$ cat src/cowpm_pkg.sv
// ----------------------------------------------------------------------------
// cowpm_pkg
// Shared types and constants of the copy-on-write page mapper.
// ----------------------------------------------------------------------------
package cowpm_pkg;

    localparam int PAGE_BITS     = 12;
    localparam int MAP_BITS      = 12;
    localparam int PAGE_BYTES    = 1 << PAGE_BITS;
    localparam int MAP_PAGES     = 1 << MAP_BITS;
    localparam int MAX_REQ_PAGES = 32;

    localparam int ADDR_W = PAGE_BITS + MAP_BITS;
    localparam int SUM_W  = ADDR_W + 1;
    localparam int LEN_W  = 18;
    localparam int ROFF_W = 17;
    localparam int SLOT_W = MAP_BITS;
    localparam int CFG_IDX_W = 2;

    localparam logic [LEN_W-1:0] MAX_REQ_BYTES = LEN_W'(MAX_REQ_PAGES * PAGE_BYTES);
    localparam logic [SUM_W-1:0] EXPORT_BYTES  = SUM_W'(1) << ADDR_W;

    localparam logic [CFG_IDX_W-1:0] CFG_COW_ENABLE  = 2'd0;
    localparam logic [CFG_IDX_W-1:0] CFG_SPARSE_MODE = 2'd1;
    localparam logic [CFG_IDX_W-1:0] CFG_SYNC_ALWAYS = 2'd2;

    typedef enum logic [1:0] {
        ACT_RAW    = 2'd0,
        ACT_DIFF   = 2'd1,
        ACT_COPY   = 2'd2,
        ACT_REJECT = 2'd3
    } action_t;

    typedef enum logic [1:0] {
        SYNC_NONE = 2'd0,
        SYNC_FULL = 2'd1,
        SYNC_DATA = 2'd2
    } sync_t;

    typedef enum logic [1:0] {
        ST_CLEAR = 2'd0,
        ST_IDLE  = 2'd1,
        ST_CHECK = 2'd2,
        ST_RUN   = 2'd3
    } state_t;

    typedef enum logic [1:0] {
        OP_NONE   = 2'd0,
        OP_PAGE   = 2'd1,
        OP_RAW    = 2'd2,
        OP_REJECT = 2'd3
    } op_t;

    typedef struct packed {
        logic              valid;
        logic [SLOT_W-1:0] slot;
    } map_entry_t;

    localparam int ENTRY_W = $bits(map_entry_t);

    typedef struct packed {
        logic                en;
        logic [MAP_BITS-1:0] addr;
    } map_rd_t;

    typedef struct packed {
        logic                en;
        logic [MAP_BITS-1:0] addr;
        map_entry_t          data;
    } map_wr_t;

    typedef struct packed {
        op_t               op;
        logic [ADDR_W-1:0] pos;
        logic [ROFF_W-1:0] roff;
        logic [LEN_W-1:0]  clen;
        sync_t             sk;
        logic              last;
    } stage_t;

endpackage

$ cat src/cowpm_resolve.sv
// ----------------------------------------------------------------------------
// cowpm_resolve
// Map entry resolution: page allocation, map write-back and result register.
// ----------------------------------------------------------------------------
module cowpm_resolve (
    input  logic                          clk,
    input  logic                          rst_n,
    input  logic                          sparse_mode,
    input  cowpm_pkg::stage_t             s2,
    input  cowpm_pkg::map_entry_t         rdata,
    output cowpm_pkg::map_wr_t            wr,
    output logic                          strobe,
    output logic [1:0]                    action,
    output logic [cowpm_pkg::ROFF_W-1:0]  request_offset,
    output logic [cowpm_pkg::LEN_W-1:0]   chunk_len,
    output logic [cowpm_pkg::ADDR_W-1:0]  export_offset,
    output logic [cowpm_pkg::ADDR_W-1:0]  diff_offset,
    output logic [cowpm_pkg::PAGE_BITS-1:0] page_offset,
    output logic [1:0]                    sync_kind,
    output logic                          last
);

    logic [cowpm_pkg::SLOT_W-1:0]    used_reg, used_next;
    logic                            strobe_reg, strobe_next;
    cowpm_pkg::action_t              action_reg, action_next;
    logic [cowpm_pkg::ROFF_W-1:0]    roff_reg, roff_next;
    logic [cowpm_pkg::LEN_W-1:0]     clen_reg, clen_next;
    logic [cowpm_pkg::ADDR_W-1:0]    eoff_reg, eoff_next;
    logic [cowpm_pkg::ADDR_W-1:0]    doff_reg, doff_next;
    logic [cowpm_pkg::PAGE_BITS-1:0] poff_reg, poff_next;
    cowpm_pkg::sync_t                sk_reg, sk_next;
    logic                            last_reg, last_next;

    logic [cowpm_pkg::MAP_BITS-1:0]  page;
    logic [cowpm_pkg::PAGE_BITS-1:0] off;
    logic [cowpm_pkg::SLOT_W-1:0]    slot_new;

    always_ff @(posedge clk or negedge rst_n)
    begin
        if (!rst_n)
        begin
            used_reg   <= '0;
            strobe_reg <= 1'b0;
        end
        else
        begin
            used_reg   <= used_next;
            strobe_reg <= strobe_next;
        end
    end

    always_ff @(posedge clk)
    begin
        action_reg <= action_next;
        roff_reg   <= roff_next;
        clen_reg   <= clen_next;
        eoff_reg   <= eoff_next;
        doff_reg   <= doff_next;
        poff_reg   <= poff_next;
        sk_reg     <= sk_next;
        last_reg   <= last_next;
    end

    always_comb
    begin
        page        = s2.pos[cowpm_pkg::ADDR_W-1:cowpm_pkg::PAGE_BITS];
        off         = s2.pos[cowpm_pkg::PAGE_BITS-1:0];
        slot_new    = sparse_mode ? page : used_reg;
        used_next   = used_reg;
        wr.en       = 1'b0;
        wr.addr     = page;
        wr.data     = '{valid: 1'b1, slot: slot_new};
        strobe_next = (s2.op != cowpm_pkg::OP_NONE);
        action_next = action_reg;
        roff_next   = roff_reg;
        clen_next   = clen_reg;
        eoff_next   = eoff_reg;
        doff_next   = doff_reg;
        poff_next   = poff_reg;
        sk_next     = sk_reg;
        last_next   = last_reg;

        unique case (s2.op)
            cowpm_pkg::OP_NONE:
            begin
            end
            cowpm_pkg::OP_PAGE:
            begin
                roff_next = s2.roff;
                clen_next = s2.clen;
                poff_next = off;
                sk_next   = s2.sk;
                last_next = s2.last;
                if (rdata.valid)
                begin
                    action_next = cowpm_pkg::ACT_DIFF;
                    eoff_next   = '0;
                    doff_next   = {rdata.slot, off};
                end
                else
                begin
                    wr.en       = 1'b1;
                    action_next = cowpm_pkg::ACT_COPY;
                    eoff_next   = {page, {cowpm_pkg::PAGE_BITS{1'b0}}};
                    doff_next   = {slot_new, {cowpm_pkg::PAGE_BITS{1'b0}}};
                    if (!sparse_mode)
                    begin
                        used_next = used_reg + 1'b1;
                    end
                end
            end
            cowpm_pkg::OP_RAW:
            begin
                action_next = cowpm_pkg::ACT_RAW;
                roff_next   = '0;
                clen_next   = s2.clen;
                eoff_next   = s2.pos;
                doff_next   = '0;
                poff_next   = '0;
                sk_next     = s2.sk;
                last_next   = 1'b1;
            end
            cowpm_pkg::OP_REJECT:
            begin
                action_next = cowpm_pkg::ACT_REJECT;
                roff_next   = '0;
                clen_next   = '0;
                eoff_next   = '0;
                doff_next   = '0;
                poff_next   = '0;
                sk_next     = cowpm_pkg::SYNC_NONE;
                last_next   = 1'b1;
            end
            default:
            begin
            end
        endcase
    end

    assign strobe         = strobe_reg;
    assign action         = action_reg;
    assign request_offset = roff_reg;
    assign chunk_len      = clen_reg;
    assign export_offset  = eoff_reg;
    assign diff_offset    = doff_reg;
    assign page_offset    = poff_reg;
    assign sync_kind      = sk_reg;
    assign last           = last_reg;

    a_reject_is_last: assert property (@(posedge clk) disable iff (!rst_n)
        (strobe_reg && action_reg == cowpm_pkg::ACT_REJECT) |-> last_reg)
        else $error("rejection not marked last");

    a_gap_after_last: assert property (@(posedge clk) disable iff (!rst_n)
        (strobe_reg && last_reg) |=> !strobe_reg)
        else $error("result right after final transaction");

endmodule

$ cat config.mk
export PLATFORM = sky130hd
export DESIGN_NAME = cowpm_resolve
export DESIGN_NICKNAME = d
export VERILOG_FILES = /design/src/cowpm_pkg.sv /design/src/cowpm_resolve.sv
export SDC_FILE = /design/constraint.sdc
export NUM_CORES = 1
export LEC_CHECK = 0
export CORE_UTILIZATION = 55
export CTS_CLUSTER_SIZE = 40
export DETAILED_ROUTE_END_ITERATION = 12
export DONT_BUFFER_PORTS = 1
export PLACE_DENSITY = 0.8
export SLEW_MARGIN = 20
export SYNTH_ARGS = -nofsm -noshare
export SYNTH_HDL_FRONTEND = slang
export SYNTH_SLANG_ARGS = --single-unit
$ cat constraint.sdc
create_clock -name clk -period 1.7 [get_ports clk]
set_input_delay 0.17 -clock clk [delete_from_list [all_inputs] [get_ports clk]]
set_output_delay 0.17 -clock clk [all_outputs]
set_load 0.005 [all_outputs]
# ---- After elaboration in Yosys (flattened, before gate mapping)
# Cells that the tools add are included.
dict set report op_classes {
  addsub 1
  eq_ne 3
  mux 14
  bitwise 2
  reduce_logical 7
}
# op n
set op_table {}
lappend op_table {{24-bit case mux with 3 select lines} 1}
lappend op_table {{24-bit 2-to-1 mux} 2}
lappend op_table {{24-bit case mux with 2 select lines} 1}
lappend op_table {{18-bit case mux with 2 select lines} 1}
lappend op_table {{17-bit case mux with 2 select lines} 1}
lappend op_table {{12-bit case mux with 2 select lines} 1}
lappend op_table {{12-bit by 1-bit adder with 12-bit output, second input constant} 1}
lappend op_table {{12-bit 2-to-1 mux} 1}
lappend op_table {{2-bit case mux with 3 select lines} 1}
lappend op_table {{2-bit nonzero test} 3}
lappend op_table {{2-bit equality test, second input constant} 2}
lappend op_table {{2-bit case mux with 2 select lines} 1}
lappend op_table {{2-bit OR reduction} 2}
lappend op_table {{3-bit AND reduction} 1}
lappend op_table {{3-bit nonzero test} 1}
lappend op_table {{2-bit by 1-bit equality test with 1-bit output, second input constant} 1}
lappend op_table {{1-bit 2-to-1 mux} 2}
lappend op_table {{2-bit 2-to-1 mux} 1}
lappend op_table {{1-bit inverter} 2}
lappend op_table {{1-bit case mux with 2 select lines} 1}
dict set report word_totals {
  regBits 113
  input_bits 80
  wordCells 37
}

# ---- Logic depth before layout (Yosys ltp)
dict set report logic_depth {
  ltp_word 3
  mapped_depth 4
  ltp_nobuf 4
}

# ---- Worst setup path after synthesis
# Ideal clock, no wire load.
dict set report synth_timing {
  path_kind {input-to-reg}
  startpoint {input s2[63] (netlist bit)}
  endpoint {register action_reg[0] (netlist: action[0]) (enable)}
  setup_time_ps 416
  t_arrival_ps 1921
  required_time_ps 1284
  slack_ps -638
  stages 3
  path_buffers 2
  path_cell_list {buf_2 > buf_1 > or2_2}
}
dict set report synth_via {
  elab_chain_cells 2
  word_cells_on_any_way 4
  cone_classes {eq/ne: 3; reduce/logical: 1}
}
# element line
set synth_rtl {}
lappend synth_rtl {{start, declared} cowpm_resolve.sv:9} ;# input cowpm_pkg::stage_t s2,
lappend synth_rtl {{2-bit by 1-bit equality test with 1-bit output or 2-bit equality test (tied branches)} cowpm_resolve.sv:83} ;# unique case (s2.op)
lappend synth_rtl {{3-bit nonzero test (no source line) *} n/a}
lappend synth_rtl {{end signal, assigned} cowpm_resolve.sv:54} ;# action_reg <= action_next;
lappend synth_rtl {{end, declared} cowpm_resolve.sv:25} ;# cowpm_pkg::action_t action_reg, action_next;
# Mark *: on every way between the ends. The rest lies on a longest branch, timed or not.
# A chain may end at the register's enable or synchronous reset.

==> impl_metrics.yaml <==
synthesis:
  syn_area_um2: 4630
  yosysTopAreaCell: "edfxtp_1"
  yosysWarnings: 0
  synthCells: 314
  async_flop_share_pct: 11.5
  synth_nets: 395
  synth_top_flop_cell: "edfxtp_1"
  synth_common_cells: "100 x edfxtp_1, 44 x and2_1, 43 x nor2b_1"
  synth.distinct_cells: 27
  ys_ff_latch: 113
  synth_edf_count: 100
  yosysSeqAreaShare_pct: 71.9
  synthTopCellsByArea: "edfxtp_1 65%, dfrtp_1 7.0%, and2_1 5.9%, nor2b_1 5.8%, mux2_2 3.2%"
  postSynthAreaPerCell_um2: 14.7
  yosysTopAreaCellShare_pct: 64.9
  synth_most_common_cell: "edfxtp_1"
route:
  drc_errors: 0
  antenna_left: 0
  dr.pass1.iters: 4
  drt-initial-drc-count: 108
  routedWlPerCell_um: 21.4
  vias_per_cell: 5.49
  drt_wl_total_um: 10900
  vias: 2812
critical_path:
  crit_family: "buffers and inverters"
  crit_path_top_delay_cell: "dlygate4sd3_1"
  cp_max_fo: 4
  arrival_ns: 1.92
  crit_buf_inv: 1
  cp-end-kind: "register"
  required_ns: 1.95
  crit_chain: "mux2_2 > nor2_1 > dlygate4sd3_1 > nor3_1"
  critical_path.max_stage_delay_ns: 0.55
  start_kind: "register"
  path_class: "reg -> reg"
floorplanning:
  initial_core_util_pct: 56.6
  coreArea_um2: 8180
  dieWidth_um: 93.7
  die_h_um: 93.7
  num_io_pins: 207
  row_count: 33
  die_area_um2: 8790
clock_tree:
  clkSinkCount: 113
  cts_buffers: 17
  clkLatencyLatePin_ns: 0.50
  root_buffer: "clkbuf_8"
  clk_path_buf_depth: 2
  h-tree-depth: 4
  cts.clk_slew.worst_paths_ns: 0.05
  cts_tree: "yes"
layout:
  diodes: 0
  final_util_pct: 73.8
  nets: 476
  area_delta_synth_final_pct: 30.4
  fin_area_um2: 6040
  drive_gt1_share_pct: 13.8
sta:
  rsz0062_at_grt: "false"
  setup_viol: 0
  hold_viol: 0
  setup_tns_ns: 0
  slew-limit-headroom_pct: 46.3
  drv_slew: 0
  fin_crit_sh_pct: 98.2
  fmax_mhz: 599
  final.setup.worst_slack_ns: 0.0303
  tightest_slew_ns: 0.805
  finalClockSkew_ns: 0.00935
  fin_crit_ns: 1.67
pwr:
  ir_drop_uv: 736
  switching_share_pct: 22.3
  power.leakage_nw: 2.37
  p_per_area_nw_per_um2: 1210
  p_int_w: 0.00568
  pwr-share-clk_pct: 44.0
  power_frac_comb_pct: 7.4
  seq_power_share_pct: 48.6
  power_switching_w: 0.00163
global_routing:
  grt_pass1_vias: 2833
  grt_max_degree: 58
  gr-total-overflow: 0
  grt_pass1_wl_um: 15300
  antenna_found_initial: 0
  grt_use_total_pct: 24.8
place:
  pre_cts_ws_ns: 0.425
  placedInstanceArea_um2: 4640
  numPortBuffers: 0
  gp_congestion: 0.725
  hpwlAfterDp_um: 6260
min_path:
  hp-class: "in -> reg"
job:
  drv_cap: 0
outcome:
  run_status: "finished, final reports clean"
==> logic make-up after synthesis <==
logic type      synth area share [%]
simple gates                    19.0
flops                           71.9
buf+inv                         3.38
mux                             3.16
xor+xnor                        2.08
fa+ha+maj                      0.270
other cells                   0.0810
compound gates                 0.108
==> layer usage <==
| layer | vias to the layer above | global-route usage [%] | wire length [µm] |
|---|---|---|---|
| met1 | 1375 | 28.3 | 4300 |
| met2 | 153 | 41.5 | 5660 |
| met5 | - | 0 | 0 |
| met4 | 0 | 12.9 | 293 |
| met3 | 28 | 8.09 | 697 |
| li1 | 1256 | - | - |
==> area by class of cell <==
cell class / count / area [µm²]
clock buffer: 18 / 418
clock inverter: 13 / 121
fill: 516 / 2140
multi-input combinational: 173 / 1150
sequential: 113 / 3330
tap: 105 / 131
timing repair buffer: 90 / 891
==> per-stage QoR <==
stage / power [W] / hold WS, ns / std cells
5_1_grt: 0.00753 / 0.00607 / 512
3_3_place_gp: 0.00389 / -0.125 / 396
4_1_cts: 0.00730 / 0.00360 / 508
2_1_floorplan: 0.00384 / -0.126 / 314
3_5_place_dp: 0.00393 / -0.125 / 396
6_report: 0.00731 / 0.0205 / 512
==> power groups by stage <==
stage	Combinational, W	Sequential, W	Clock (W)
after floorplan	0.000312	0.00353	0
final	0.000540	0.00355	0.00322
after detailed placement	0.000334	0.00360	0
after global placement	0.000314	0.00358	0
after global routing	0.000586	0.00358	0.00337
after CTS	0.000520	0.00355	0.00323
==> cell usage in the layout (no fill, tap or decap), drive strengths merged, types with 3 or more instances in the layout <==
cell type      n
xor2           3
nand4          3
edfxtp       100
nor2b         43
dfrtp         13
buf           10
nor3          13
and2          44
and3          14
dlygate4sd3   79
nor2          13
nand2          7
clkbuf        18
mux2          13
xnor2          8
clkinv         9
==> worst paths after layout <==
| path | start | cells after the start | slack, ns | endpoint |
|---|---|---|---|---|
| max in group asynchronous | rst_n | 1 | 1.17 | used_reg[10]$_DFFE_PN0P_ |
| setup reg to reg | used_reg[7]$_DFFE_PN0P_ | 4 | 0.03 | diff_offset[19]$_SDFFCE_PN0P_ |
| hold reg to reg | used_reg[11]$_DFFE_PN0P_ | 1 | 0.52 | used_reg[11]$_DFFE_PN0P_ |
| setup / recovery | used_reg[7]$_DFFE_PN0P_ | 4 | 0.03 | diff_offset[19]$_SDFFCE_PN0P_ |
| min in group asynchronous | rst_n | 1 | 0.12 | used_reg[0]$_DFFE_PN0P_ |
| hold / removal | rdata[12] | 2 | 0.02 | diff_offset[12]$_SDFFCE_PN0P_ |
==> what timing repair did <==
action	4_1_cts	5_1_grt
endpoints found under the hold margin	116	0
setup buffers	0	4
endpoints found under the setup margin	0	9
hold buffers	81	0
resized for setup	0	1
No activity file was read; power rests on OpenSTA's default activity.
