File: config.mk
export PLATFORM = sky130hd
export DESIGN_NAME = cowpm_split
export DESIGN_NICKNAME = d
export VERILOG_FILES = /design/src/cowpm_pkg.sv /design/src/cowpm_split.sv
export SDC_FILE = /design/constraint.sdc
export NUM_CORES = 1
export LEC_CHECK = 0
export BUFFER_PORTS_ARGS = -buffer_cell sky130_fd_sc_hd__buf_2
export CAP_MARGIN = 20
export CELL_PAD_IN_SITES_DETAIL_PLACEMENT = 0
export CELL_PAD_IN_SITES_GLOBAL_PLACEMENT = 1
export CORE_ASPECT_RATIO = 0.75
export CORE_MARGIN = 2
export CORE_UTILIZATION = 45
export DETAILED_ROUTE_END_ITERATION = 10
export GPL_TIMING_DRIVEN = 1
export MAX_ROUTING_LAYER = met4
export PLACE_DENSITY_LB_ADDON = 0.1
export SLEW_MARGIN = 15
export SYNTH_ARGS = -nofsm -noshare
export SYNTH_HDL_FRONTEND = slang
export SYNTH_SLANG_ARGS = --single-unit
File: constraint.sdc
create_clock -name clk -period 6.9 [get_ports clk]
set_input_delay 0.69 -clock clk [delete_from_list [all_inputs] [get_ports clk]]
set_output_delay 0.69 -clock clk [all_outputs]
set_load 0.02 [all_outputs]
File: src/cowpm_pkg.sv
// ----------------------------------------------------------------------------
// cowpm_pkg
// Shared types and constants of the copy-on-write page mapper.
// ----------------------------------------------------------------------------
package cowpm_pkg;

    localparam int PAGE_BITS     = 12;
    localparam int MAP_BITS      = 12;
    localparam int PAGE_BYTES    = 1 << PAGE_BITS;
    localparam int MAP_PAGES     = 1 << MAP_BITS;
    localparam int MAX_REQ_PAGES = 32;

    localparam int ADDR_W = PAGE_BITS + MAP_BITS;
    localparam int SUM_W  = ADDR_W + 1;
    localparam int LEN_W  = 18;
    localparam int ROFF_W = 17;
    localparam int SLOT_W = MAP_BITS;
    localparam int CFG_IDX_W = 2;

    localparam logic [LEN_W-1:0] MAX_REQ_BYTES = LEN_W'(MAX_REQ_PAGES * PAGE_BYTES);
    localparam logic [SUM_W-1:0] EXPORT_BYTES  = SUM_W'(1) << ADDR_W;

    localparam logic [CFG_IDX_W-1:0] CFG_COW_ENABLE  = 2'd0;
    localparam logic [CFG_IDX_W-1:0] CFG_SPARSE_MODE = 2'd1;
    localparam logic [CFG_IDX_W-1:0] CFG_SYNC_ALWAYS = 2'd2;

    typedef enum logic [1:0] {
        ACT_RAW    = 2'd0,
        ACT_DIFF   = 2'd1,
        ACT_COPY   = 2'd2,
        ACT_REJECT = 2'd3
    } action_t;

    typedef enum logic [1:0] {
        SYNC_NONE = 2'd0,
        SYNC_FULL = 2'd1,
        SYNC_DATA = 2'd2
    } sync_t;

    typedef enum logic [1:0] {
        ST_CLEAR = 2'd0,
        ST_IDLE  = 2'd1,
        ST_CHECK = 2'd2,
        ST_RUN   = 2'd3
    } state_t;

    typedef enum logic [1:0] {
        OP_NONE   = 2'd0,
        OP_PAGE   = 2'd1,
        OP_RAW    = 2'd2,
        OP_REJECT = 2'd3
    } op_t;

    typedef struct packed {
        logic              valid;
        logic [SLOT_W-1:0] slot;
    } map_entry_t;

    localparam int ENTRY_W = $bits(map_entry_t);

    typedef struct packed {
        logic                en;
        logic [MAP_BITS-1:0] addr;
    } map_rd_t;

    typedef struct packed {
        logic                en;
        logic [MAP_BITS-1:0] addr;
        map_entry_t          data;
    } map_wr_t;

    typedef struct packed {
        op_t               op;
        logic [ADDR_W-1:0] pos;
        logic [ROFF_W-1:0] roff;
        logic [LEN_W-1:0]  clen;
        sync_t             sk;
        logic              last;
    } stage_t;

endpackage

File: src/cowpm_split.sv
// ----------------------------------------------------------------------------
// cowpm_split
// Request sequencer: map clearing pass, request checks, page splitting and
// map read issue.
// ----------------------------------------------------------------------------
module cowpm_split (
    input  logic                         clk,
    input  logic                         rst_n,
    input  logic                         start,
    output logic                         busy,
    input  logic [cowpm_pkg::ADDR_W-1:0] byte_addr,
    input  logic [cowpm_pkg::LEN_W-1:0]  byte_len,
    input  logic                         force_unit_access,
    input  logic                         cow_enable,
    input  logic                         sync_always,
    output cowpm_pkg::map_rd_t           rd,
    output cowpm_pkg::map_wr_t           clr,
    output cowpm_pkg::stage_t            s2
);

    cowpm_pkg::state_t                 state_reg, state_next;
    logic [cowpm_pkg::ADDR_W-1:0]      pos_reg, pos_next;
    logic [cowpm_pkg::LEN_W-1:0]       done_reg, done_next;
    logic [cowpm_pkg::LEN_W-1:0]       len_reg, len_next;
    cowpm_pkg::sync_t                  sk_reg, sk_next;
    logic [cowpm_pkg::MAP_BITS-1:0]    clr_cnt_reg, clr_cnt_next;
    cowpm_pkg::stage_t                 s2_reg, s2_next;

    logic [cowpm_pkg::PAGE_BITS-1:0]   off;
    logic [cowpm_pkg::PAGE_BITS:0]     room;
    logic [cowpm_pkg::LEN_W-1:0]       rest;
    logic [cowpm_pkg::LEN_W-1:0]       chunk;
    logic                              fin;
    logic [cowpm_pkg::SUM_W-1:0]       end_addr;
    logic                              reject;

    always_ff @(posedge clk or negedge rst_n)
    begin
        if (!rst_n)
        begin
            state_reg   <= cowpm_pkg::ST_CLEAR;
            clr_cnt_reg <= '0;
            s2_reg      <= '0;
        end
        else
        begin
            state_reg   <= state_next;
            clr_cnt_reg <= clr_cnt_next;
            s2_reg      <= s2_next;
        end
    end

    always_ff @(posedge clk)
    begin
        pos_reg  <= pos_next;
        done_reg <= done_next;
        len_reg  <= len_next;
        sk_reg   <= sk_next;
    end

    always_comb
    begin
        off      = pos_reg[cowpm_pkg::PAGE_BITS-1:0];
        room     = (cowpm_pkg::PAGE_BITS+1)'(cowpm_pkg::PAGE_BYTES) - {1'b0, off};
        rest     = len_reg - done_reg;
        chunk    = (rest < cowpm_pkg::LEN_W'(room)) ? rest : cowpm_pkg::LEN_W'(room);
        fin      = (chunk == rest);
        end_addr = {1'b0, pos_reg} + cowpm_pkg::SUM_W'(len_reg);
        reject   = (len_reg == '0) || (len_reg > cowpm_pkg::MAX_REQ_BYTES) ||
                   (end_addr > cowpm_pkg::EXPORT_BYTES);
    end

    always_comb
    begin
        state_next   = state_reg;
        pos_next     = pos_reg;
        done_next    = done_reg;
        len_next     = len_reg;
        sk_next      = sk_reg;
        clr_cnt_next = clr_cnt_reg;
        s2_next      = '0;
        busy         = 1'b1;
        rd.en        = 1'b0;
        rd.addr      = pos_reg[cowpm_pkg::ADDR_W-1:cowpm_pkg::PAGE_BITS];
        clr.en       = 1'b0;
        clr.addr     = clr_cnt_reg;
        clr.data     = '0;

        unique case (state_reg)
            cowpm_pkg::ST_CLEAR:
            begin
                clr.en       = 1'b1;
                clr_cnt_next = clr_cnt_reg + 1'b1;
                if (clr_cnt_reg == '1)
                begin
                    state_next = cowpm_pkg::ST_IDLE;
                end
            end
            cowpm_pkg::ST_IDLE:
            begin
                busy = 1'b0;
                if (start)
                begin
                    pos_next   = byte_addr;
                    len_next   = byte_len;
                    done_next  = '0;
                    sk_next    = sync_always ? cowpm_pkg::SYNC_FULL :
                                 (force_unit_access ? cowpm_pkg::SYNC_DATA :
                                  cowpm_pkg::SYNC_NONE);
                    state_next = cowpm_pkg::ST_CHECK;
                end
            end
            cowpm_pkg::ST_CHECK:
            begin
                if (reject)
                begin
                    s2_next.op   = cowpm_pkg::OP_REJECT;
                    s2_next.sk   = cowpm_pkg::SYNC_NONE;
                    s2_next.last = 1'b1;
                    state_next   = cowpm_pkg::ST_IDLE;
                end
                else if (!cow_enable)
                begin
                    s2_next.op   = cowpm_pkg::OP_RAW;
                    s2_next.pos  = pos_reg;
                    s2_next.clen = len_reg;
                    s2_next.sk   = sk_reg;
                    s2_next.last = 1'b1;
                    state_next   = cowpm_pkg::ST_IDLE;
                end
                else
                begin
                    state_next = cowpm_pkg::ST_RUN;
                end
            end
            cowpm_pkg::ST_RUN:
            begin
                rd.en        = 1'b1;
                s2_next.op   = cowpm_pkg::OP_PAGE;
                s2_next.pos  = pos_reg;
                s2_next.roff = done_reg[cowpm_pkg::ROFF_W-1:0];
                s2_next.clen = chunk;
                s2_next.sk   = fin ? sk_reg : cowpm_pkg::SYNC_NONE;
                s2_next.last = fin;
                pos_next     = pos_reg + cowpm_pkg::ADDR_W'(chunk);
                done_next    = done_reg + chunk;
                if (fin)
                begin
                    state_next = cowpm_pkg::ST_IDLE;
                end
            end
            default:
            begin
                state_next = cowpm_pkg::ST_IDLE;
            end
        endcase
    end

    assign s2 = s2_reg;

    a_read_feeds_page: assert property (@(posedge clk) disable iff (!rst_n)
        rd.en |=> s2_reg.op == cowpm_pkg::OP_PAGE)
        else $error("map read without page stage");

    a_chunk_nonzero: assert property (@(posedge clk) disable iff (!rst_n)
        s2_reg.op == cowpm_pkg::OP_PAGE |-> s2_reg.clen != '0)
        else $error("empty page chunk");

    a_chunk_to_boundary: assert property (@(posedge clk) disable iff (!rst_n)
        (s2_reg.op == cowpm_pkg::OP_PAGE && !s2_reg.last) |->
        ({1'b0, s2_reg.pos[cowpm_pkg::PAGE_BITS-1:0]} +
         s2_reg.clen[cowpm_pkg::PAGE_BITS:0]) ==
        (cowpm_pkg::PAGE_BITS+1)'(cowpm_pkg::PAGE_BYTES))
        else $error("inner chunk does not end at page boundary");

endmodule

Yosys cells after proc, flatten, opt, wreduce, memory -nomap -nowiden

Cells that the tools add are included.
Widths: inputs -> output; s select.

Add/subtract/negate cells: 6
$mul: 0
Divide/modulo/power cells: 0
Magnitude comparators: 3
Equal/unequal tests: 8
Shift operators: 0
Multiplexer cells: 25
Bitwise gates (word level): 0
Reduce and logical (&&, ||, !) cells: 8

Operators with widths:

| operator               | count |
|---|---|
| $mux 18                | 3 |
| $pmux 26 s2            | 1 |
| $mux 24                | 2 |
| $pmux 24 s2            | 1 |
| $pmux 21 s2            | 1 |
| $pmux 18 s2            | 1 |
| $mux 26                | 1 |
| $add 24x18->25         | 1 |
| $gt 25x25->1 const B   | 1 |
| $add 24x18->24         | 1 |
| $mux 21                | 1 |
| $add 18x18->18         | 1 |
| $eq 18x18->1           | 1 |
| $gt 18x18->1 const B   | 1 |
| $logic_not 18->1       | 1 |
| $lt 18x13->1           | 1 |
| $sub 18x18->18         | 1 |
| $mux 17                | 1 |
| $mux 2                 | 8 |
| $sub 13x12->13 const A | 1 |
| $add 12x1->12 const B  | 1 |
| $eq 12x12->1 const B   | 1 |
| $pmux 2 s4             | 1 |
| $ne 2x2->1 const B     | 3 |
| 9 further kinds        | 14 |

Flip-flop bits (word level): 140
Bits in latches: 0
RAM bits: 0
Bits in read-only memories: 0
Input port bits: 48
Word-level logic and storage cells: 62
Memories kept: 0

Logic depth before layout (Yosys ltp)

Gate-level depths: netlist (run 1).

Word-level depth: 6
Gate-level depth with buffers: 28
Depth with buffers taken out: 27

Least setup slack after synthesis (run 1)

No wires, ideal clock.

Path type: register to register
Start: register pos_reg[1] (netlist bit)
End: register pos_reg[17] (netlist bit) (data pin)
Setup time: 0.260 ns
Arrival: 5.906 ns
Required time: 6.640 ns
Slack: 0.734 ns
Stages on the path, launching flop included: 27
Buffers on the path: 1
Clock period less this slack: 6.166 ns
Path through: edfxtp_1 inv_1 ha_1 or4b_2 nor2_1 xnor2_1 inv_1 ha_1 o21ai_0 nand2b_1 a21oi_1 nor2_1 o41ai_1 o21ai_0 nand2b_1 buf_2 mux2i_1 ha_1 a211o_1 a2111oi_0 o21ai_0 a311o_1 a21oi_1 nand2b_1 a21oi_1 xnor2_1 mux2_2

Word-level cells in the longest chain between the ends: 5

Ends and longest elaborated chain:

| element                  | RTL line           | source |
|---|---|---|
| start: declaration       | cowpm_split.sv:22  | `logic [cowpm_pkg::ADDR_W-1:0] pos_reg, pos_next;` |
| start signal: assignment | cowpm_split.sv:55  | `pos_reg <= pos_next;` |
| $sub 13x12->13           | cowpm_split.sv:64  | `room = (cowpm_pkg::PAGE_BITS+1)'(cowpm_pkg::PAGE_BYTES) - {1'b0, off};` |
| $lt 18x13->1             | cowpm_split.sv:66  | `chunk = (rest < cowpm_pkg::LEN_W'(room)) ? rest : cowpm_pkg::LEN_W'(room);` |
| $mux 18                  | cowpm_split.sv:66  |  |
| $add 24x18->24 (*)       | cowpm_split.sv:145 | `pos_next = pos_reg + cowpm_pkg::ADDR_W'(chunk);` |
| $pmux 24 s2 (*)          | cowpm_split.sv:89  | `unique case (state_reg)` |
| net pos_next (one bit)   | cowpm_split.sv:22  |  |

The timed path passes the listed nets; every way through them passes the cells marked *.
A chain may end at the register's enable or synchronous reset.

Worst setup path after layout (run 1)

Start: register len_reg[0] (netlist bit)
End: register done_reg[12] (netlist bit) (data pin)

Word-level cells in the longest chain between the ends: 5

Ends and longest elaborated chain:

| element                  | RTL line           | source |
|---|---|---|
| start: declaration       | cowpm_split.sv:24  | `logic [cowpm_pkg::LEN_W-1:0] len_reg, len_next;` |
| start signal: assignment | cowpm_split.sv:57  | `len_reg <= len_next;` |
| $sub 18x18->18 (*)       | cowpm_split.sv:65  | `rest = len_reg - done_reg;` |
| $lt 18x13->1             | cowpm_split.sv:66  |  |
| $mux 18 (*)              | cowpm_split.sv:66  |  |
| $add 18x18->18 (*)       | cowpm_split.sv:146 | `done_next = done_reg + chunk;` |
| $pmux 18 s2 (*)          | cowpm_split.sv:89  |  |
| end signal: assignment   | cowpm_split.sv:56  | `done_reg <= done_next;` |
| end: declaration         | cowpm_split.sv:23  | `logic [cowpm_pkg::LEN_W-1:0] done_reg, done_next;` |

Every way passes the cells marked *; elsewhere a longest branch is shown, timed or not.

==> results of run 1 <==
==> worst max-delay path, cell delays in order, from the launching register on <==
cell       delay [ps]
edfxtp_1          390
inv_1             100
ha_1              210
fa_1              410
nand2b_1          190
a21oi_2           210
o21a_2            240
xor2_2            210
ha_1              270
a211o_1           270
o41ai_1           370
o21ai_0           160
nand2b_1          320
mux2i_1           250
ha_1              250
fa_1              410
a21o_1            180
a21oi_1           210
o21bai_1          130
a2111oi_0         450
buf_4             200
nor3_2             60
or3_1             350
a21oi_1           180
xor2_1            160
nor2_1             50
==> final timing paths <==
path	slack, ps	cells after the start	to
setup reg to reg	380	25	done_reg[12]
min in group clk	430	1	len_reg[9]
hold / removal	190	1	s2[32]
hold reg to reg	490	1	clr_cnt_reg[6]
max in group asynchronous	5710	2	s2[49]
setup / recovery	380	25	done_reg[12]
==> cells by family after synthesis <==
| kind of cell | Yosys count |
|---|---|
| AOI/OAI and AO/OA | 246 |
| xor gates and xnor gates | 79 |
| adders and majority gates | 92 |
| buffers and inverters | 111 |
| DFF | 140 |
| muxes | 39 |
| other | 1 |
| and+or+nand+nor | 287 |
==> per-stage QoR <==
stage	instances	hold slack, ps
final	1446	195
after CTS	1446	202
after detailed placement	1414	486
after global routing	1446	218
after global placement	1413	478
after floorplan	1014	394
==> per-layer routing <==
layer  up-vias  GRT usage (%)  routed length [µm]
met5         -              -                   0
met4         0           5.56                 368
met3        27           4.40                1540
met2       278           35.5               11900
met1      3917           38.4               14700
li1       3926              -                   -
==> final cells by class <==
type | instances | area [µm²]
Clock buffer | 24 | 546
Fill cell | 2017 | 10300
Tap cell | 294 | 368
Sequential cell | 140 | 3810
Multi-Input combinational cell | 763 | 5720
Timing Repair Buffer | 160 | 878
Inverter | 57 | 214
Clock inverter | 8 | 88.8
==> where the power goes <==
group          leakage [nW]  switching [mW]  internal, mW
sequential             1.65           0.238          1.19
clock                 0.314           0.392         0.597
combinational          3.46            2.43          1.76
==> synthesized netlist by cell type, types with 8 or more instances <==
library cell  instances
buf_4                26
clkbuf_1             16
and2_1                8
edfxtp_1             62
mux2_2               24
a21oi_1              59
nor4_1               12
and3_1               15
dfrtp_1              78
ha_1                 88
nand2_1              45
nand2b_1             16
nor3_1               23
a211oi_1             10
nor2_1               91
nor2b_1              14
xor2_1               25
o21ai_0              26
a21o_1               21
a21boi_0             16
nand4_1              11
mux2i_1              15
a21boi_1             12
xnor2_1              48
o21a_1               11
inv_1                57
a32o_1               11
nand3_1              19
==> repair_timing <==
item                                    in CTS  in global routing
gates resized for setup                      0                  8
hold buffers                                 0                  0
endpoints found under the setup margin       0                 18
==> impl_metrics.csv, run 1 <==
group,metric,value,unit
placement,portBuffers,138,
setup_path,crit_path_start_kind,"flop",
clock_tree,root_buffer,"clkbuf_16",
clock_tree,cts_setup_buffers,0,
setup_path,worstReg2RegStart,"len_reg[0]",
clock_tree,cts_tree,"yes",
job,drv_cap,0,
global_route,grt.overflow.total,0,
yosys,netlist_area,0.00997,mm²
sta,setup_tns,0,ps
yosys,ys.flop_type,"dfrtp_1",
detailed_routing,first_pass_iters,5,
setup_path,path_class,"flop to flop",
clock_tree,cts_htree_levels,4,
sta,layout_setup_ws,383,ps
detailed_routing,routed_wl,28.5,mm
yosys,synth_top_cells_by_area,"dfrtp_1 (20%), edfxtp_1 (19%), ha_1 (11%)",
global_route,grt_max_degree,56,
sta,setup_viol,0,
die,start_util,45.5,%
layout,final_util,53.0,%
global_route,antenna_found_initial,0,
layout,num_antenna_cells,0,
global_route,first_global_vias,7627,
setup_path,cp.arrival,6680,ps
yosys,yosysTopAreaCell,"dfrtp_1",
run_status,status,"completed",
yosys,synth_cells,995,
clock_tree,clk_path_buf_depth,2,
layout,stdcell_area,0.0116,mm²
power_and_ir_drop,p_per_area,568,mW/mm²
yosys,yosysWarnings,0,
placement,place_area,0.0110,mm²
setup_path,end_kind,"flop",
yosys,synth_adder_area_share,11.8,%
detailed_routing,drtIter0Drc,546,
die,core,0.0219,mm²
layout,layout_commonest_cell,"buf_2",
sta,rsz0062_at_grt,"false",
global_route,grt_use_total,25.5,%
yosys,avgSynthCellArea,10.0,µm²
yosys,async_reset_ff_share,55.7,%
global_route,grt_first_pass_wirelength,44.2,mm
sta,fmax,0.153,GHz
yosys,synth-seq-cells,140,
yosys,yosys.area_share.simple,14.5,%
yosys,synth_compound_area_share,17.9,%
setup_path,crit_fanout,5,
yosys,synth_xor_area_share,7.79,%
sta,tightest_slew,826,ps
die,ioPinCount,152,
yosys,synth_top_area_share,19.6,%
layout,synthToLayoutAreaGrowth,16.7,%
yosys,synth_edf_count,62,
sta,maxSlewViolCount,0,
power_and_ir_drop,ir_drop,0.265,mV
sta,slew-limit-headroom,43.3,%
die,std_cell_rows,47,
sta,min_period,6520,ps
layout,largest_register_ffs,64,
yosys,synth_top_family_by_area,"compound AO/OA/AOI/OAI gates",
detailed_routing,viasPerCell,5.63,
layout,nets,1279,
detailed_routing,ant_nets,0,
sta,period_share,94.5,%
clock_tree,clkSinkCount,140,
die,die_w,176,µm
setup_path,crit_start,"len_reg[0]",
detailed_routing,drc_errors,0,
setup_path,cp.required,7060,ps
yosys,synth_mux_area_share,4.22,%
worst_hold_path,min_path_type,"input pin to async pin",
clock_tree,clock_latency,430,ps
clock_tree,cts_inserted_buffers,17,
detailed_routing,post_drt_wl_per_cell,19.7,µm
detailed_routing,vias,8148,
power_and_ir_drop,leakagePower,5.42,nW
yosys,ys_seq_area_share,38.2,%
layout,layout-drive-gt1-share,21.0,%
placement,hpwl,21.2,mm
clock_tree,clkSlewWorstSetupHoldPaths,60,ps
die,fp.dieH,133,µm
die,die-area,0.0234,mm²
layout,final_cell_mix,"buf_2 (137), nor2_1 (91), ha_1 (87)",
power_and_ir_drop,power,6.60,mW
placement,dp_slack,283,ps
sta,skew,10.7,ps
yosys,ys_types,81,
placement,gp_congestion,0.926,
sta,finalHoldViolCount,0,
No activity file was read; power rests on OpenSTA's default activity.
==> run 2, diff against run 1 <==
Settings changed: ABC_AREA from default to 1, CORE_UTILIZATION 45 to 43.
==> impl_metrics.csv, run 2 <==
group,metric,value,unit
detailed_routing,routed_wl,32.9,mm
detailed_routing,ant_nets,0,
clock_tree,hold_buffers,0,
yosys,synth-seq-cells,140,
layout,synthToLayoutAreaGrowth,14.9,%
yosys,ys_types,49,
setup_path,crit_top_cell,"nand2_1",
detailed_routing,vias,9294,
setup_path,worst_path_max_delay_cell,"edfxtp_1",
sta,min_period,6390,ps
detailed_routing,post_drt_wl_per_cell,17.9,µm
placement,hpwl,26.3,mm
yosys,synth_top_area_share,18.5,%
detailed_routing,drc_errors,0,
power_and_ir_drop,p_sw_share,23.3,%
yosys,yosysWarnings,0,
detailed_routing,drtIter0Drc,790,
setup_path,path_class,"flop to flop",
clock_tree,cts_inserted_buffers,17,
die,ioPinCount,152,
placement,gp_congestion,0.896,
sta,slew-limit-headroom,34.7,%
global_route,grt_use_total,26.6,%
detailed_routing,first_pass_iters,5,
clock_tree,clkSlewWorstSetupHoldPaths,70,ps
setup_path,crit_path_start_kind,"flop",
die,die-area,0.0258,mm²
yosys,netlist_area,0.0105,mm²
placement,place_area,0.0114,mm²
global_route,antenna_found_initial,0,
layout,final_cell_mix,"nand2_1 (310), inv_1 (209), buf_2 (137)",
sta,setup_tns,0,ps
sta,setup_viol,0,
layout,layout-drive-gt1-share,16.5,%
power_and_ir_drop,ir_drop,0.168,mV
global_route,grt_first_pass_wirelength,49.7,mm
layout,num_antenna_cells,0,
sta,period_share,92.6,%
yosys,synth_top_cells_by_area,"dfrtp_1 (19%), edfxtp_1 (18%), nand2_1 (11%)",
clock_tree,clk_path_buf_depth,2,
sta,rsz0062_at_grt,"false",
worst_hold_path,min_path_type,"input pin to async pin",
setup_path,cp.required,7090,ps
yosys,synth_most_common_cell,"nand2_1",
global_route,first_global_vias,8471,
die,die_w,185,µm
setup_path,cp.arrival,6580,ps
sta,finalHoldViolCount,0,
power_and_ir_drop,p_per_area,156,mW/mm²
yosys,avgSynthCellArea,7.73,µm²
clock_tree,cts_tree,"yes",
run_status,status,"completed",
sta,fmax,0.157,GHz
layout,nets,1639,
die,std_cell_rows,49,
yosys,synth_edf_count,62,
clock_tree,cts_setup_buffers,0,
yosys,ys_top_cells_by_count,"nand2_1 (310), inv_1 (210), nor2_1 (114), nand3_1 (94), a21oi_1 (89)",
yosys,synth_cells,1362,
placement,portBuffers,138,
clock_tree,clock_latency,430,ps
detailed_routing,viasPerCell,5.04,
global_route,grt.overflow.total,0,
yosys,ys.flop_type,"dfrtp_1",
global_route,grt_max_degree,79,
setup_path,max_stage_delay,440,ps
layout,layout_commonest_cell,"nand2_1",
power_and_ir_drop,power_frac_comb,2.9,%
power_and_ir_drop,power.share.clock,50.9,%
clock_tree,cts_htree_levels,4,
yosys,async_reset_ff_share,55.7,%
sta,tightest_slew,979,ps
sta,skew,9.54,ps
setup_path,crit_fanout,7,
clock_tree,clkSinkCount,140,
layout,stdcell_area,0.0121,mm²
yosys,ys_seq_area_share,36.2,%
die,start_util,43.8,%
die,fp.dieH,139,µm
power_and_ir_drop,p_seq_share,46.2,%
sta,maxSlewViolCount,0,
layout,largest_register_ffs,64,
die,core,0.0240,mm²
clock_tree,root_buffer,"clkbuf_16",
power_and_ir_drop,intPower,1.44,mW
yosys,yosysTopAreaCell,"dfrtp_1",
setup_path,end_kind,"flop",
job,drv_cap,0,
power_and_ir_drop,leakagePower,6.55,nW
power_and_ir_drop,power.switching,0.439,mW
[run 2: cell types whose count changed after synthesis, sizes merged, moves of 14 or more]
cell    previous run  this run
nand2             45       322
nand2b            16         0
mux2i             15         0
a21o              21         5
a21boi            28         3
o21ai             29        60
mux2              24         0
nor2              91       142
nand3             19        98
inv               57       216
xnor2             48        20
nor2b             14         0
and3              15         0
a21oi             59        95
[run 2: final cells by class]
class,count,area [µm²]
Inverter,216,813
Clock buffer,19,475
Tap cell,331,414
Multi-Input combinational cell,979,5660
Timing Repair Buffer,145,769
Clock inverter,13,141
Fill cell,2439,11900
Sequential cell,140,3810
[run 2: kinds of logic after synthesis]
logic type,share of synthesized area [%]
adder cells (fa/ha/maj),11.2
flip-flops,36.2
buffers and inverters,10.9
AO/OA/AOI/OAI,10.2
other,0.0356
AND/OR/NAND/NOR,27.0
XOR/XNOR,4.41
[run 2: power by group through the flow]
stage / clock (mW) / combinational [mW] / sequential (mW)
after CTS: 0.978 / 0.0538 / 0.869
final: 0.959 / 0.0538 / 0.869
after global routing: 1.01 / 0.0606 / 0.869
after global placement: 0 / 0.0529 / 0.886
after detailed placement: 0 / 0.0533 / 0.886
after floorplan: 0 / 0.0293 / 0.886
[run 2: layer usage]
metal,global-route usage (%),vias to the layer above,wire (µm)
met2,33.4,344,12300
met4,4.47,0,238
li1,-,4651,-
met1,43.8,4280,17800
met5,-,-,0
met3,4.29,19,2610
[run 2: stage by stage]
stage	instances	hold WS, ps	utilization [%]	setup WS, ps	total power, mW
final	1843	305	50.3	511	1.88
after CTS	1842	417	50.1	433	1.90
after detailed placement	1810	493	47.6	479	0.939
after floorplan	1381	394	-	1440	0.916
after global placement	1810	480	47.6	603	0.939
after global routing	1843	377	50.3	31.4	1.94
[run 2: worst paths after layout]
path                                 start               to  slack (ps)  cells past startpoint
hold reg to reg            clr_cnt_reg[10]  clr_cnt_reg[10]         500                      1
setup / recovery               done_reg[7]      pos_reg[23]         510                     40
max in group asynchronous            rst_n           s2[58]        6080                      1
hold / removal                       rst_n           s2[21]         310                      1
min in group clk              byte_len[14]      len_reg[14]         430                      1
setup reg to reg               done_reg[7]      pos_reg[23]         510                     40
[run 2: what timing repair did]
action,4_1_cts,5_1_grt
endpoints found under the hold margin,0,0
gates resized for setup,0,3
setup endpoints to repair,0,4
[run 2: critical path, delay by kind of cell, from the launching register on]
| kind | cells | cell delay, ps |
|---|---|---|
| buf+inv | 6 | 670 |
| fa+ha+maj | 3 | 1070 |
| simple gates | 24 | 2230 |
| xor+xnor | 1 | 280 |
| compound gates | 6 | 1450 |
| flops | 1 | 440 |
